### src/design/qsl_pkg.sv
// Shared types and constants for the quicksort sorter: beat payloads,
// controller states, and the command/status structs between control and datapath.
// No dependencies.
`timescale 1ns / 1ps

package qsl_pkg;

    localparam int QSL_DEPTH = 64;
    localparam int DATA_W    = 32;

    typedef struct packed {
        logic signed [DATA_W-1:0] value;
        logic                     last_item;
    } t_in_beat;

    typedef struct packed {
        logic signed [DATA_W-1:0] sorted_value;
        logic                     last_out;
    } t_out_beat;

    typedef enum logic [3:0] {
        S_LOAD,
        S_PIV_RD,
        S_PIV_LD,
        S_SCAN_RD,
        S_SCAN_CMP,
        S_SCAN_SWP,
        S_FIN_RD,
        S_FIN_WHI,
        S_FIN_WST,
        S_PUSH_R,
        S_POP_RD,
        S_POP_LD,
        S_EMIT_RD,
        S_EMIT_LD
    } t_state;

    // Write port source and address selection.
    typedef enum logic [2:0] {
        WR_NONE,
        WR_LOAD,
        WR_ST_K,
        WR_K_S,
        WR_HI_S,
        WR_ST_PIV
    } t_wr_sel;

    // Read port address selection.
    typedef enum logic [2:0] {
        RD_NONE,
        RD_PIV,
        RD_SCAN,
        RD_FIN,
        RD_EMIT
    } t_rd_sel;

    typedef struct packed {
        t_wr_sel wr_sel;
        t_rd_sel rd_sel;
        logic    piv_ld;
        logic    st_inc;
        logic    k_inc;
        logic    push_l;
        logic    push_r;
        logic    pop_rd;
        logic    pop_ld;
        logic    emit_ld;
    } t_cmd;

    typedef struct packed {
        logic in_close;
        logic in_single;
        logic less;
        logic k_last;
        logic sp_zero;
        logic e_last;
        logic out_free;
    } t_status;

endpackage

### src/design/qsl_ctrl.sv
// Sequencer for the sorter: load, Lomuto partition passes, range stack pops, emit.
// Drives qsl_pkg::t_cmd to the datapath and reads qsl_pkg::t_status back.
// Depends on qsl_pkg.
`timescale 1ns / 1ps

module qsl_ctrl (
    input  logic             i_clk,
    input  logic             i_rst_n,
    input  logic             i_in_valid,
    input  qsl_pkg::t_status i_status,
    output logic             o_in_ready,
    output qsl_pkg::t_cmd    o_cmd
);
    import qsl_pkg::*;

    t_state r_state;
    t_state n_state;

    always_ff @(posedge i_clk) begin
        if (!i_rst_n) begin
            r_state <= S_LOAD;
        end else begin
            r_state <= n_state;
        end
    end

    always_comb begin
        n_state = r_state;
        case (r_state)
            S_LOAD: begin
                if (i_in_valid && i_status.in_close) begin
                    n_state = i_status.in_single ? S_EMIT_RD : S_PIV_RD;
                end
            end
            S_PIV_RD:   n_state = S_PIV_LD;
            S_PIV_LD:   n_state = S_SCAN_RD;
            S_SCAN_RD:  n_state = S_SCAN_CMP;
            S_SCAN_CMP: begin
                if (i_status.less) begin
                    n_state = S_SCAN_SWP;
                end else begin
                    n_state = i_status.k_last ? S_FIN_RD : S_SCAN_RD;
                end
            end
            S_SCAN_SWP: n_state = i_status.k_last ? S_FIN_RD : S_SCAN_RD;
            S_FIN_RD:   n_state = S_FIN_WHI;
            S_FIN_WHI:  n_state = S_FIN_WST;
            S_FIN_WST:  n_state = S_PUSH_R;
            S_PUSH_R:   n_state = S_POP_RD;
            S_POP_RD:   n_state = i_status.sp_zero ? S_EMIT_RD : S_POP_LD;
            S_POP_LD:   n_state = S_PIV_RD;
            S_EMIT_RD:  n_state = S_EMIT_LD;
            S_EMIT_LD: begin
                if (i_status.out_free) begin
                    n_state = i_status.e_last ? S_LOAD : S_EMIT_RD;
                end
            end
            default:    n_state = S_LOAD;
        endcase
    end

    always_comb begin
        o_cmd      = '0;
        o_in_ready = 1'b0;
        case (r_state)
            S_LOAD: begin
                o_in_ready = 1'b1;
                if (i_in_valid) begin
                    o_cmd.wr_sel = WR_LOAD;
                end
            end
            S_PIV_RD: o_cmd.rd_sel = RD_PIV;
            S_PIV_LD: o_cmd.piv_ld = 1'b1;
            S_SCAN_RD: o_cmd.rd_sel = RD_SCAN;
            S_SCAN_CMP: begin
                if (i_status.less) begin
                    // First half of the exchange; the index moves on in the next cycle.
                    o_cmd.wr_sel = WR_ST_K;
                end else begin
                    o_cmd.k_inc = 1'b1;
                end
            end
            S_SCAN_SWP: begin
                o_cmd.wr_sel = WR_K_S;
                o_cmd.st_inc = 1'b1;
                o_cmd.k_inc  = 1'b1;
            end
            S_FIN_RD:  o_cmd.rd_sel = RD_FIN;
            S_FIN_WHI: o_cmd.wr_sel = WR_HI_S;
            S_FIN_WST: begin
                o_cmd.wr_sel = WR_ST_PIV;
                o_cmd.push_l = 1'b1;
            end
            S_PUSH_R: o_cmd.push_r = 1'b1;
            S_POP_RD: begin
                if (!i_status.sp_zero) begin
                    o_cmd.pop_rd = 1'b1;
                end
            end
            S_POP_LD:  o_cmd.pop_ld = 1'b1;
            S_EMIT_RD: o_cmd.rd_sel = RD_EMIT;
            S_EMIT_LD: begin
                if (i_status.out_free) begin
                    o_cmd.emit_ld = 1'b1;
                end
            end
            default: begin
                o_cmd = '0;
            end
        endcase
    end

endmodule

### src/design/qsl_datapath.sv
// Datapath for the sorter: value memory (two reads, one write), range stack memory,
// partition indices, pivot and the output register.
// Depends on qsl_pkg.
`timescale 1ns / 1ps

module qsl_datapath #(
    parameter int DEPTH = qsl_pkg::QSL_DEPTH
) (
    input  logic               i_clk,
    input  logic               i_rst_n,
    input  qsl_pkg::t_cmd      i_cmd,
    input  qsl_pkg::t_in_beat  i_in_data,
    input  logic               i_out_ready,
    output qsl_pkg::t_status   o_status,
    output logic               o_out_valid,
    output qsl_pkg::t_out_beat o_out_data
);
    import qsl_pkg::*;

    localparam int IDX_W = (DEPTH > 1) ? $clog2(DEPTH) : 1;
    localparam int SP_W  = $clog2(DEPTH + 1);

    logic [DATA_W-1:0]  r_mem [DEPTH];
    logic [2*IDX_W-1:0] r_stack [DEPTH];

    logic [IDX_W-1:0]         r_count;
    logic [IDX_W-1:0]         r_lo;
    logic [IDX_W-1:0]         r_hi;
    logic [IDX_W-1:0]         r_k;
    logic [IDX_W-1:0]         r_st;
    logic [IDX_W-1:0]         r_e;
    logic [IDX_W-1:0]         r_last;
    logic [SP_W-1:0]          r_sp;
    logic signed [DATA_W-1:0] r_pivot;
    logic signed [DATA_W-1:0] r_rd_a;
    logic signed [DATA_W-1:0] r_rd_b;
    logic [2*IDX_W-1:0]       r_stk_rd;
    logic                     r_out_valid;
    t_out_beat                r_out;
    logic                     n_out_valid;

    logic                     wr_en;
    logic [IDX_W-1:0]         wr_addr;
    logic [DATA_W-1:0]        wr_data;
    logic                     rd_en_a;
    logic                     rd_en_b;
    logic [IDX_W-1:0]         rd_addr_a;
    logic [IDX_W-1:0]         rd_addr_b;

    logic                     load;
    logic                     in_close;
    logic                     push_l_ok;
    logic                     push_r_ok;
    logic                     push_en;
    logic [2*IDX_W-1:0]       push_entry;
    logic                     stack_room;
    logic [SP_W-1:0]          sp_m1;

    assign load     = (i_cmd.wr_sel == WR_LOAD);
    // A full store closes the set just as a marked last beat does.
    assign in_close = i_in_data.last_item || (r_count == IDX_W'(DEPTH - 1));

    // Left range (lo, st-1) only when it holds two or more entries; same for the right.
    assign push_l_ok  = {1'b0, r_st} > ({1'b0, r_lo} + 1'b1);
    assign push_r_ok  = {1'b0, r_hi} > ({1'b0, r_st} + 1'b1);
    assign stack_room = r_sp < SP_W'(DEPTH);
    assign push_en    = stack_room &&
                        ((i_cmd.push_l && push_l_ok) || (i_cmd.push_r && push_r_ok));
    assign push_entry = i_cmd.push_l ? {r_lo, r_st - 1'b1} : {r_st + 1'b1, r_hi};
    assign sp_m1      = r_sp - 1'b1;

    always_comb begin
        wr_en   = 1'b1;
        wr_addr = r_st;
        wr_data = r_rd_a;
        case (i_cmd.wr_sel)
            WR_LOAD: begin
                wr_addr = r_count;
                wr_data = i_in_data.value;
            end
            WR_ST_K: begin
                wr_addr = r_st;
                wr_data = r_rd_a;
            end
            WR_K_S: begin
                wr_addr = r_k;
                wr_data = r_rd_b;
            end
            WR_HI_S: begin
                wr_addr = r_hi;
                wr_data = r_rd_b;
            end
            WR_ST_PIV: begin
                wr_addr = r_st;
                wr_data = r_pivot;
            end
            default: begin
                wr_en = 1'b0;
            end
        endcase
    end

    always_comb begin
        rd_en_a   = 1'b0;
        rd_en_b   = 1'b0;
        rd_addr_a = r_k;
        rd_addr_b = r_st;
        case (i_cmd.rd_sel)
            RD_PIV: begin
                rd_en_a   = 1'b1;
                rd_addr_a = r_hi;
            end
            RD_SCAN: begin
                rd_en_a = 1'b1;
                rd_en_b = 1'b1;
            end
            RD_FIN: begin
                rd_en_b = 1'b1;
            end
            RD_EMIT: begin
                rd_en_a   = 1'b1;
                rd_addr_a = r_e;
            end
            default: begin
                rd_en_a = 1'b0;
            end
        endcase
    end

    always_ff @(posedge i_clk) begin
        if (wr_en) begin
            r_mem[wr_addr] <= wr_data;
        end
        if (rd_en_a) begin
            r_rd_a <= r_mem[rd_addr_a];
        end
        if (rd_en_b) begin
            r_rd_b <= r_mem[rd_addr_b];
        end
    end

    always_ff @(posedge i_clk) begin
        if (push_en) begin
            r_stack[r_sp[IDX_W-1:0]] <= push_entry;
        end
        if (i_cmd.pop_rd) begin
            r_stk_rd <= r_stack[sp_m1[IDX_W-1:0]];
        end
    end

    always_ff @(posedge i_clk) begin
        if (!i_rst_n) begin
            r_count <= '0;
            r_sp    <= '0;
        end else begin
            if (load) begin
                r_count <= in_close ? '0 : r_count + 1'b1;
            end
            if (push_en) begin
                r_sp <= r_sp + 1'b1;
            end else if (i_cmd.pop_rd) begin
                r_sp <= sp_m1;
            end
        end
    end

    always_ff @(posedge i_clk) begin
        if (load && in_close) begin
            r_lo   <= '0;
            r_hi   <= r_count;
            r_last <= r_count;
            r_e    <= '0;
        end
        if (i_cmd.pop_ld) begin
            {r_lo, r_hi} <= r_stk_rd;
        end
        if (i_cmd.piv_ld) begin
            r_pivot <= r_rd_a;
            r_k     <= r_lo;
            r_st    <= r_lo;
        end else begin
            if (i_cmd.k_inc) begin
                r_k <= r_k + 1'b1;
            end
            if (i_cmd.st_inc) begin
                r_st <= r_st + 1'b1;
            end
        end
        if (i_cmd.emit_ld) begin
            r_e                <= r_e + 1'b1;
            r_out.sorted_value <= r_rd_a;
            r_out.last_out     <= (r_e == r_last);
        end
    end

    always_comb begin
        if (i_cmd.emit_ld) begin
            n_out_valid = 1'b1;
        end else if (i_out_ready) begin
            n_out_valid = 1'b0;
        end else begin
            n_out_valid = r_out_valid;
        end
    end

    always_ff @(posedge i_clk) begin
        if (!i_rst_n) begin
            r_out_valid <= 1'b0;
        end else begin
            r_out_valid <= n_out_valid;
        end
    end

    assign o_status.in_close  = in_close;
    assign o_status.in_single = (r_count == '0);
    assign o_status.less      = (r_rd_a < r_pivot);
    assign o_status.k_last    = (({1'b0, r_k} + 1'b1) == {1'b0, r_hi});
    assign o_status.sp_zero   = (r_sp == '0);
    assign o_status.e_last    = (r_e == r_last);
    assign o_status.out_free  = !r_out_valid || i_out_ready;

    assign o_out_valid = r_out_valid;
    assign o_out_data  = r_out;

`ifndef SYNTHESIS
    // The store index never runs ahead of the scan index within a partition.
    a_st_behind_k: assert property (@(posedge i_clk) disable iff (!i_rst_n)
        (i_cmd.wr_sel == WR_ST_K) |-> (r_st <= r_k))
        else $error("partition store index passed scan index");

    a_scan_in_range: assert property (@(posedge i_clk) disable iff (!i_rst_n)
        (i_cmd.rd_sel == RD_SCAN) |-> (r_k < r_hi))
        else $error("scan read beyond the pivot position");

    a_pop_nonempty: assert property (@(posedge i_clk) disable iff (!i_rst_n)
        i_cmd.pop_rd |-> (r_sp != '0))
        else $error("range stack popped while empty");

    a_no_out_overwrite: assert property (@(posedge i_clk) disable iff (!i_rst_n)
        i_cmd.emit_ld |-> (!r_out_valid || i_out_ready))
        else $error("output register overwritten before its beat was taken");
`endif

endmodule

### src/design/quicksort_lomuto_sorter.sv
// Quicksort sorter, Lomuto partition, explicit range stack; top level over qsl_ctrl and qsl_datapath.
// Loading takes one beat per cycle. Each partition of a range loads its pivot, then reads and
// compares each scanned entry (read, compare, optional exchange over two writes on the single
// write port), then does the final exchange and stack handling. Already sorted input is the
// worst case for this partition.
// Results are read from memory, then loaded into the output register; the next set loads while
// the final result waits. Synchronous active-low reset clears control state; no clearing pass.
`timescale 1ns / 1ps

module quicksort_lomuto_sorter #(
    parameter int DEPTH = qsl_pkg::QSL_DEPTH
) (
    input  logic               i_clk,
    input  logic               i_rst_n,
    input  logic               i_in_valid,
    output logic               o_in_ready,
    input  qsl_pkg::t_in_beat  i_in_data,
    output logic               o_out_valid,
    input  logic               i_out_ready,
    output qsl_pkg::t_out_beat o_out_data
);
    import qsl_pkg::*;

    t_cmd    cmd;
    t_status status;

    qsl_ctrl u_ctrl (
        .i_clk      (i_clk),
        .i_rst_n    (i_rst_n),
        .i_in_valid (i_in_valid),
        .i_status   (status),
        .o_in_ready (o_in_ready),
        .o_cmd      (cmd)
    );

    qsl_datapath #(
        .DEPTH (DEPTH)
    ) u_datapath (
        .i_clk       (i_clk),
        .i_rst_n     (i_rst_n),
        .i_cmd       (cmd),
        .i_in_data   (i_in_data),
        .i_out_ready (i_out_ready),
        .o_status    (status),
        .o_out_valid (o_out_valid),
        .o_out_data  (o_out_data)
    );

endmodule

### config.mk
export PLATFORM = sky130hd
export DESIGN_NAME = quicksort_lomuto_sorter
export DESIGN_NICKNAME = d
export VERILOG_FILES = /design/src/design/qsl_pkg.sv /design/src/design/qsl_ctrl.sv /design/src/design/qsl_datapath.sv /design/src/design/quicksort_lomuto_sorter.sv
export SDC_FILE = /design/constraint.sdc
export NUM_CORES = 2
export LEC_CHECK = 0
export ABC_CLOCK_PERIOD_IN_PS = 7300
export BUFFER_PORTS_ARGS = -buffer_cell sky130_fd_sc_hd__buf_2
export CORE_MARGIN = 2
export CORE_UTILIZATION = 45
export DETAILED_ROUTE_END_ITERATION = 8
export HOLD_SLACK_MARGIN = 0.15
export PLACE_DENSITY = 0.66
export SYNTH_ARGS = -nofsm -noshare
export SYNTH_HDL_FRONTEND = slang
export SYNTH_SLANG_ARGS = --single-unit
### constraint.sdc
create_clock -name i_clk -period 7.3 [get_ports i_clk]
set_input_delay 0.365 -clock i_clk [delete_from_list [all_inputs] [get_ports i_clk]]
set_output_delay 0.365 -clock i_clk [all_outputs]
set_load 0.005 [all_outputs]
======== Word level (Yosys, flattened, before mapping) ========
Memories as Yosys holds them, arrays and structs flattened. A register that Yosys moved wholly into a read port is not among the register bits.
Cells that the tools add are included.
word-level totals
  bits in registers ....................... 119
  memory bits (writable) .................. 2,816
  output and inout bits ................... 35
  word-level logic and storage cells ...... 128
  memories ................................ 2
memories
  name                depth  width  rd ports  clocked after Yosys merged registers in  write ports  line                RTL
  u_datapath.r_mem    64     32     2         2                                        1            qsl_datapath.sv:23  logic [DATA_W-1:0] r_mem [DEPTH];
  u_datapath.r_stack  64     12     1         1                                        1            qsl_datapath.sv:24  logic [2*IDX_W-1:0] r_stack [DEPTH];
cells by class
  add/sub/neg operators ................... 10
  magnitude comparators ................... 4
  equal/unequal tests ..................... 27
  mux-type cells .......................... 49
  reduce and logical (&&, ||, !) cells .... 23
operator list
  operator               count
  $pmux W32 S3           1
  $mux W6                10
  $pmux W4 S14           1
  $lt A32 B32 Y1         1
  $add A6 B1 Y6 const B  4
  $eq A4 B4 Y1 const B   6
  $add A6 B1 Y7 const B  3
  $mux W1                21
  $mux W4                5
  $pmux W6 S3            1
  $eq A4 B3 Y1 const B   4
  $pmux W3 S5            1
  $gt A6 B7 Y1           2
  $mux W7                2
  $eq A3 B2 Y1 const B   4
  $mux W12               1
  $pmux W3 S4            1
  $pmux W6 S2            1
  $reduce_bool A2 Y1     6
  $eq A3 B3 Y1 const B   3
  $eq A4 B2 Y1 const B   2
  $add A7 B1 Y7 const B  1
  $eq A7 B6 Y1           1
  $logic_not A7 Y1       1
  other kinds (21)       30

======== Longest topological paths before layout ========
  depth in word-level cells ............... 8
  mapped depth ............................ 18
  gate-level depth less buffers ........... 12

======== Cells and area by module ========
Synthesis repeated with hierarchy kept, for this count alone.
unflattened totals
  cells, all modules ...................... 8,740
  area total of the unflattened synthesis .. 136,400.8 um2
modules (own cells, without submodules)
  module        times used  cells each  area an instance (um2)
  qsl_datapath  1           8,667       135,904.1
  qsl_ctrl      1           73          496.7

======== Least setup slack after synthesis ========
Ideal clock, no wire load.
  path type ............................... register -> register
  start ................................... register u_datapath.r_st[0]
  end ..................................... memory u_datapath.r_stack[5][0] in the netlist's numbering, enable pin
  library setup time ...................... 0.413 ns
  arrival time ............................ 4.973 ns
  setup slack ............................. 1.914 ns
  cell stages (with the launch flop) ...... 19
  path buffers ............................ 7
  clock period less this slack ............ 5.386 ns
  cell sequence ........................... edfxtp_1 -> clkbuf_1 -> buf_2 -> clkbuf_1 -> buf_2 -> clkbuf_1 -> inv_1 -> ha_1 -> inv_1 -> ha_1 -> nor2b_1 -> o21a_1 -> o21a_1 -> o21ai_0 -> a2111o_1 -> a21o_1 -> clkbuf_1 -> clkbuf_1 -> nor4_1
on the way
  cells in the longest elaborated chain, start to end .. 7
RTL lines
  what                             line                 RTL
  from (decl)                      qsl_datapath.sv:30   logic [IDX_W-1:0] r_st;
  from (signal assigned)           qsl_datapath.sv:180  r_st <= r_lo;
  from (signal assigned)           qsl_datapath.sv:186  r_st <= r_st + 1'b1;
  $add A6 B1 Y7                    qsl_datapath.sv:65   assign push_r_ok = {1'b0, r_hi} > ({1'b0, r_st} + 1'b1);
  $gt A6 B7 Y1                     qsl_datapath.sv:65
  $logic_and A1 B1 Y1              qsl_datapath.sv:68   ((i_cmd.push_l && push_l_ok) || (i_cmd.push_r && push_r_ok));
  $logic_or A1 B1 Y1 *             qsl_datapath.sv:68
  $logic_and A1 B1 Y1 *            qsl_datapath.sv:67   assign push_en = stack_room &&
  $mux W1 *                        qsl_datapath.sv:143  if (push_en) begin
  $mux W1 (implied by the code) *  qsl_datapath.sv:144  r_stack[r_sp[IDX_W-1:0]] <= push_entry;
  to (decl)                        qsl_datapath.sv:24
Every way passes the cells marked *; elsewhere a longest branch is shown, timed or not.

======== Final worst setup path ========
  start ................................... register u_datapath.r_st[1]
  end ..................................... memory u_datapath.r_stack[50][7] in the netlist's numbering, enable pin
The elaborated chain is that of the path after synthesis.

==> run_results.csv <==
group,metric,value,unit
run_status,status,"finished, violations left",
run_status,violations,"DRC",
sta,fin_hold_ws,0.243,ns
sta,period_share,79.1,%
die,fp.dieArea,0.305,mm2
placement,portBuffers,71,
global_route,grt_antenna_before_repair,24,
drt,via_per_inst,6.78,
global_route,grt_max_degree,153,
drt,drt_iter0_drc,15800,
worst_setup_path,r2r-end,"u_datapath.r_stack[50][7]",
drt,final_antenna_net_count,0,
placement,dp_hpwl,261000,um
drt,wirelength,443000,um
sta,rsz0062_at_grt,"false",
pwr,p_int,38700,uW
global_route,overflow,0,
drt,first_pass_iters,9,
worst_setup_path,worstSetupEndpointType,"flop",
cts,cts_buffers,312,
pwr,swShare,39.7,%
worst_setup_path,r2r_slack,1.52,ns
min_path,hold_depth,3,
die,row_count,201,
sta,skew,0.0741,ns
pwr,seq_power_share,37.0,%
worst_setup_path,path_cells,"inv_1 > ha_1 > inv_1 > ha_1 > nor2b_1 > o21a_1 > o21a_1 > o21ai_0 > a2111o_1 > a21o_1 > buf_4 > or4_1 > nor2_1",
die,die_width,552,um
min_path,min_from,"i_in_data[19]",
sta,maxSlewHeadroom,1.16,%
cts,clkTransAtPathRegs,0.06,ns
synth,synth_edf_count,2993,
synth,synthCells,9207,
min_path,hp-class,"input pin to flop",
cts,clk_latency,0.90,ns
synth,synth_warnings,0,
worst_setup_path,critical-path-slowest-cell,"edfxtp_1",
cts,cts_htree_levels,5,
drt,drc_errors,2,
worst_setup_path,worstSetupPathType,"flop to flop",
worst_setup_path,crit_fanout,23,
global_route,grtUsageTotal,28.4,%
sta,max_freq,0.173,GHz
cells_and_area,drive_gt1_share,16.1,%
worst_setup_path,worstReg2RegStart,"u_datapath.r_st[1]",
worst_setup_path,cpPeakStageDelay,1.17,ns
pwr,power_density,424,mW/mm2
pwr,clkPwrFrac,24.2,%
cells_and_area,area_growth,12.1,%
worst_setup_path,cp-start-kind,"flop",
synth,synth.distinct_cells,80,
cts,ctsLongestPathBuffers,4,
die,die_h,552,um
synth,synth_common_cells,"edfxtp_1 (2993), nand2_1 (1679), mux2i_1 (767)",
placement,routabilityCongestion,0.902,
synth,synth.avg_cell_area,14.7,um2
sta,finalSetupViolCount,0,
synth,synth_top_cell_area_share,66.5,%
sta,tns,0,ns
sta,final-hold-violation-count,0,
drt,num_vias,90700,
global_route,grt_pass1_vias,86900,
run,maxCapViolations,0,
pwr,power.total,64200,uW
synth,synth_ff_type,"edfxtp_1",
global_route,grt_pass1_wl,627000,um
synth,synth-seq-area-share,66.8,%
synth,ys_ff_latch,3011,
cells_and_area,final_nets,9278,
synth,synth_most_common_cell,"edfxtp_1",
drt,wire_per_inst,33.1,um
die,io_pins,72,
sta,drv_slew,0,
synth,syn-cell-area,0.135,mm2
cts,cts_tree,"built",
sta,tightest_slew,1.48,ns
cts,root_buffer,"clkbuf_16",
worst_setup_path,crit_required,7.75,ns
synth,synth_area_leaders,"edfxtp_1 (67%), mux4_2 (8.6%), mux2i_1 (5.7%)",
min_path,hold_end,"u_datapath.r_mem[49][18]",
synth,synthesis.nets,9297,
pwr,peakVddDrop,350,uV
pwr,pwr-share-comb,38.8,%
die,start_util,45.2,%
pwr,p_leak,0.0490,uW
worst_setup_path,worstPathArrival,6.23,ns
die,coreArea,0.299,mm2
worst_setup_path,r2r_cells,13,
synth,async_reset_ff_share,0,%
pwr,switching_power,25500,uW
sta,period_needed,5.78,ns
synth,yosysTopAreaCell,"edfxtp_1",
cts,cts.sinks,3011,
timing repair:
action,CTS,global route
hold buffers,6,0
gates resized for setup,0,0
endpoints found under the hold margin,24,0
setup buffers,0,0
setup endpoints to repair,0,0
metrics by stage:
stage / setup slack [ns] / std cells / util, % / area, um2
global placement: 1.75 / 12800 / 47.4 / 142000
CTS: 1.69 / 13400 / 50.6 / 151000
detailed placement: 1.68 / 12800 / 47.4 / 142000
global route: 1.34 / 13400 / 50.6 / 151000
floorplan: 1.91 / 9207 / - / 135000
finish: 1.52 / 13400 / 50.6 / 152000
kinds of logic (layout without fill, tap and decap cells):
kind of cell    Yosys count  in the layout  share of synthesized area (%)
mux                    1316           1316                           14.6
fa+ha+maj                53             53                          0.491
xor+xnor                 40             40                          0.259
other cells               0              8                              0
buf+inv                 755            964                           2.36
compound gates         1374           1374                           7.22
flops                  3011           3011                           66.8
simple gates           2658           2658                           8.33
critical path: cells and delay by family, from the launching register on:
family	cells	cell delay, ns
AND/OR/NAND/NOR	3	1.70
AO/OA/AOI/OAI	5	0.97
adder cells (fa/ha/maj)	2	0.78
flip-flops	1	1.17
buffers and inverters	3	0.73
cells in the final DEF (no fill, tap or decap), types with 40 or more instances in the layout:
cell / netlist / routed
clkbuf_1: 351 / 70
edfxtp_1: 2993 / 2993
clkbuf_16: 0 / 316
a21oi_4: 0 / 102
a32oi_1: 250 / 250
inv_1: 52 / 49
a31oi_1: 258 / 258
buf_12: 0 / 40
o221ai_1: 247 / 247
nor2_1: 195 / 192
buf_2: 232 / 71
nand2_1: 1679 / 1672
nor4_1: 82 / 54
mux4_2: 516 / 516
buf_4: 11 / 252
nand3_1: 536 / 536
clkinv_2: 0 / 49
o22ai_1: 121 / 121
ha_1: 53 / 52
a21oi_1: 335 / 233
clkinv_1: 1 / 58
mux2i_1: 767 / 767
nor3_1: 77 / 74
power groups by stage:
stage	Combinational [uW]	Clock, uW	Sequential, uW
after global routing	25700	16300	23800
after floorplan	13700	0	24000
after CTS	24100	15600	23700
final	24900	15600	23800
after global placement	23600	0	24000
after detailed placement	24000	0	24100
sequential cells by signal, indices dropped and copies added, names as in the netlist:
name                    count
u_ctrl.r_state              4
u_datapath.o_out_data      33
u_datapath.o_out_valid      1
u_datapath.r_count          6
u_datapath.r_e              6
u_datapath.r_hi             6
u_datapath.r_k              6
u_datapath.r_last           6
u_datapath.r_lo             6
u_datapath.r_mem         2048
u_datapath.r_pivot         32
u_datapath.r_rd_a          32
u_datapath.r_rd_b          32
u_datapath.r_sp             7
u_datapath.r_st             6
u_datapath.r_stack        768
u_datapath.r_stk_rd        12
layout make-up:
cell class	count	area, um2
antenna	8	20.0
clock buffer	389	8210
clock inverter	153	1470
fill	24300	148000
inverter	53	206
multi-input combinational	5441	43300
sequential	3011	90200
tap	3958	4950
timing repair buffer	369	3110
layer usage:
metal | global-route usage (%) | up-vias | share of wire [%]
met5 | 0 | - | 0.030
met4 | 12.1 | 20 | 5.0
met3 | 7.98 | 1298 | 14
met2 | 42.6 | 7238 | 44
met1 | 38.8 | 45700 | 37
li1 | - | 36500 | -
worst max-delay path by stage:
stage,start,end,slack [ns],cells after the start
after floorplan,u_datapath.r_st[0],u_datapath.r_stack[5][0],1.91,18
after global placement,u_datapath.r_st[1],u_datapath.r_stack[40][9],1.75,12
after detailed placement,u_datapath.r_st[1],u_datapath.r_stack[43][3],1.68,12
after CTS,u_datapath.r_st[1],u_datapath.r_stack[50][2],1.69,13
after global routing,u_datapath.r_st[1],u_datapath.r_stack[50][4],1.34,13
final,u_datapath.r_st[1],u_datapath.r_stack[50][7],1.52,13
Power figures use the tool's default switching activity.
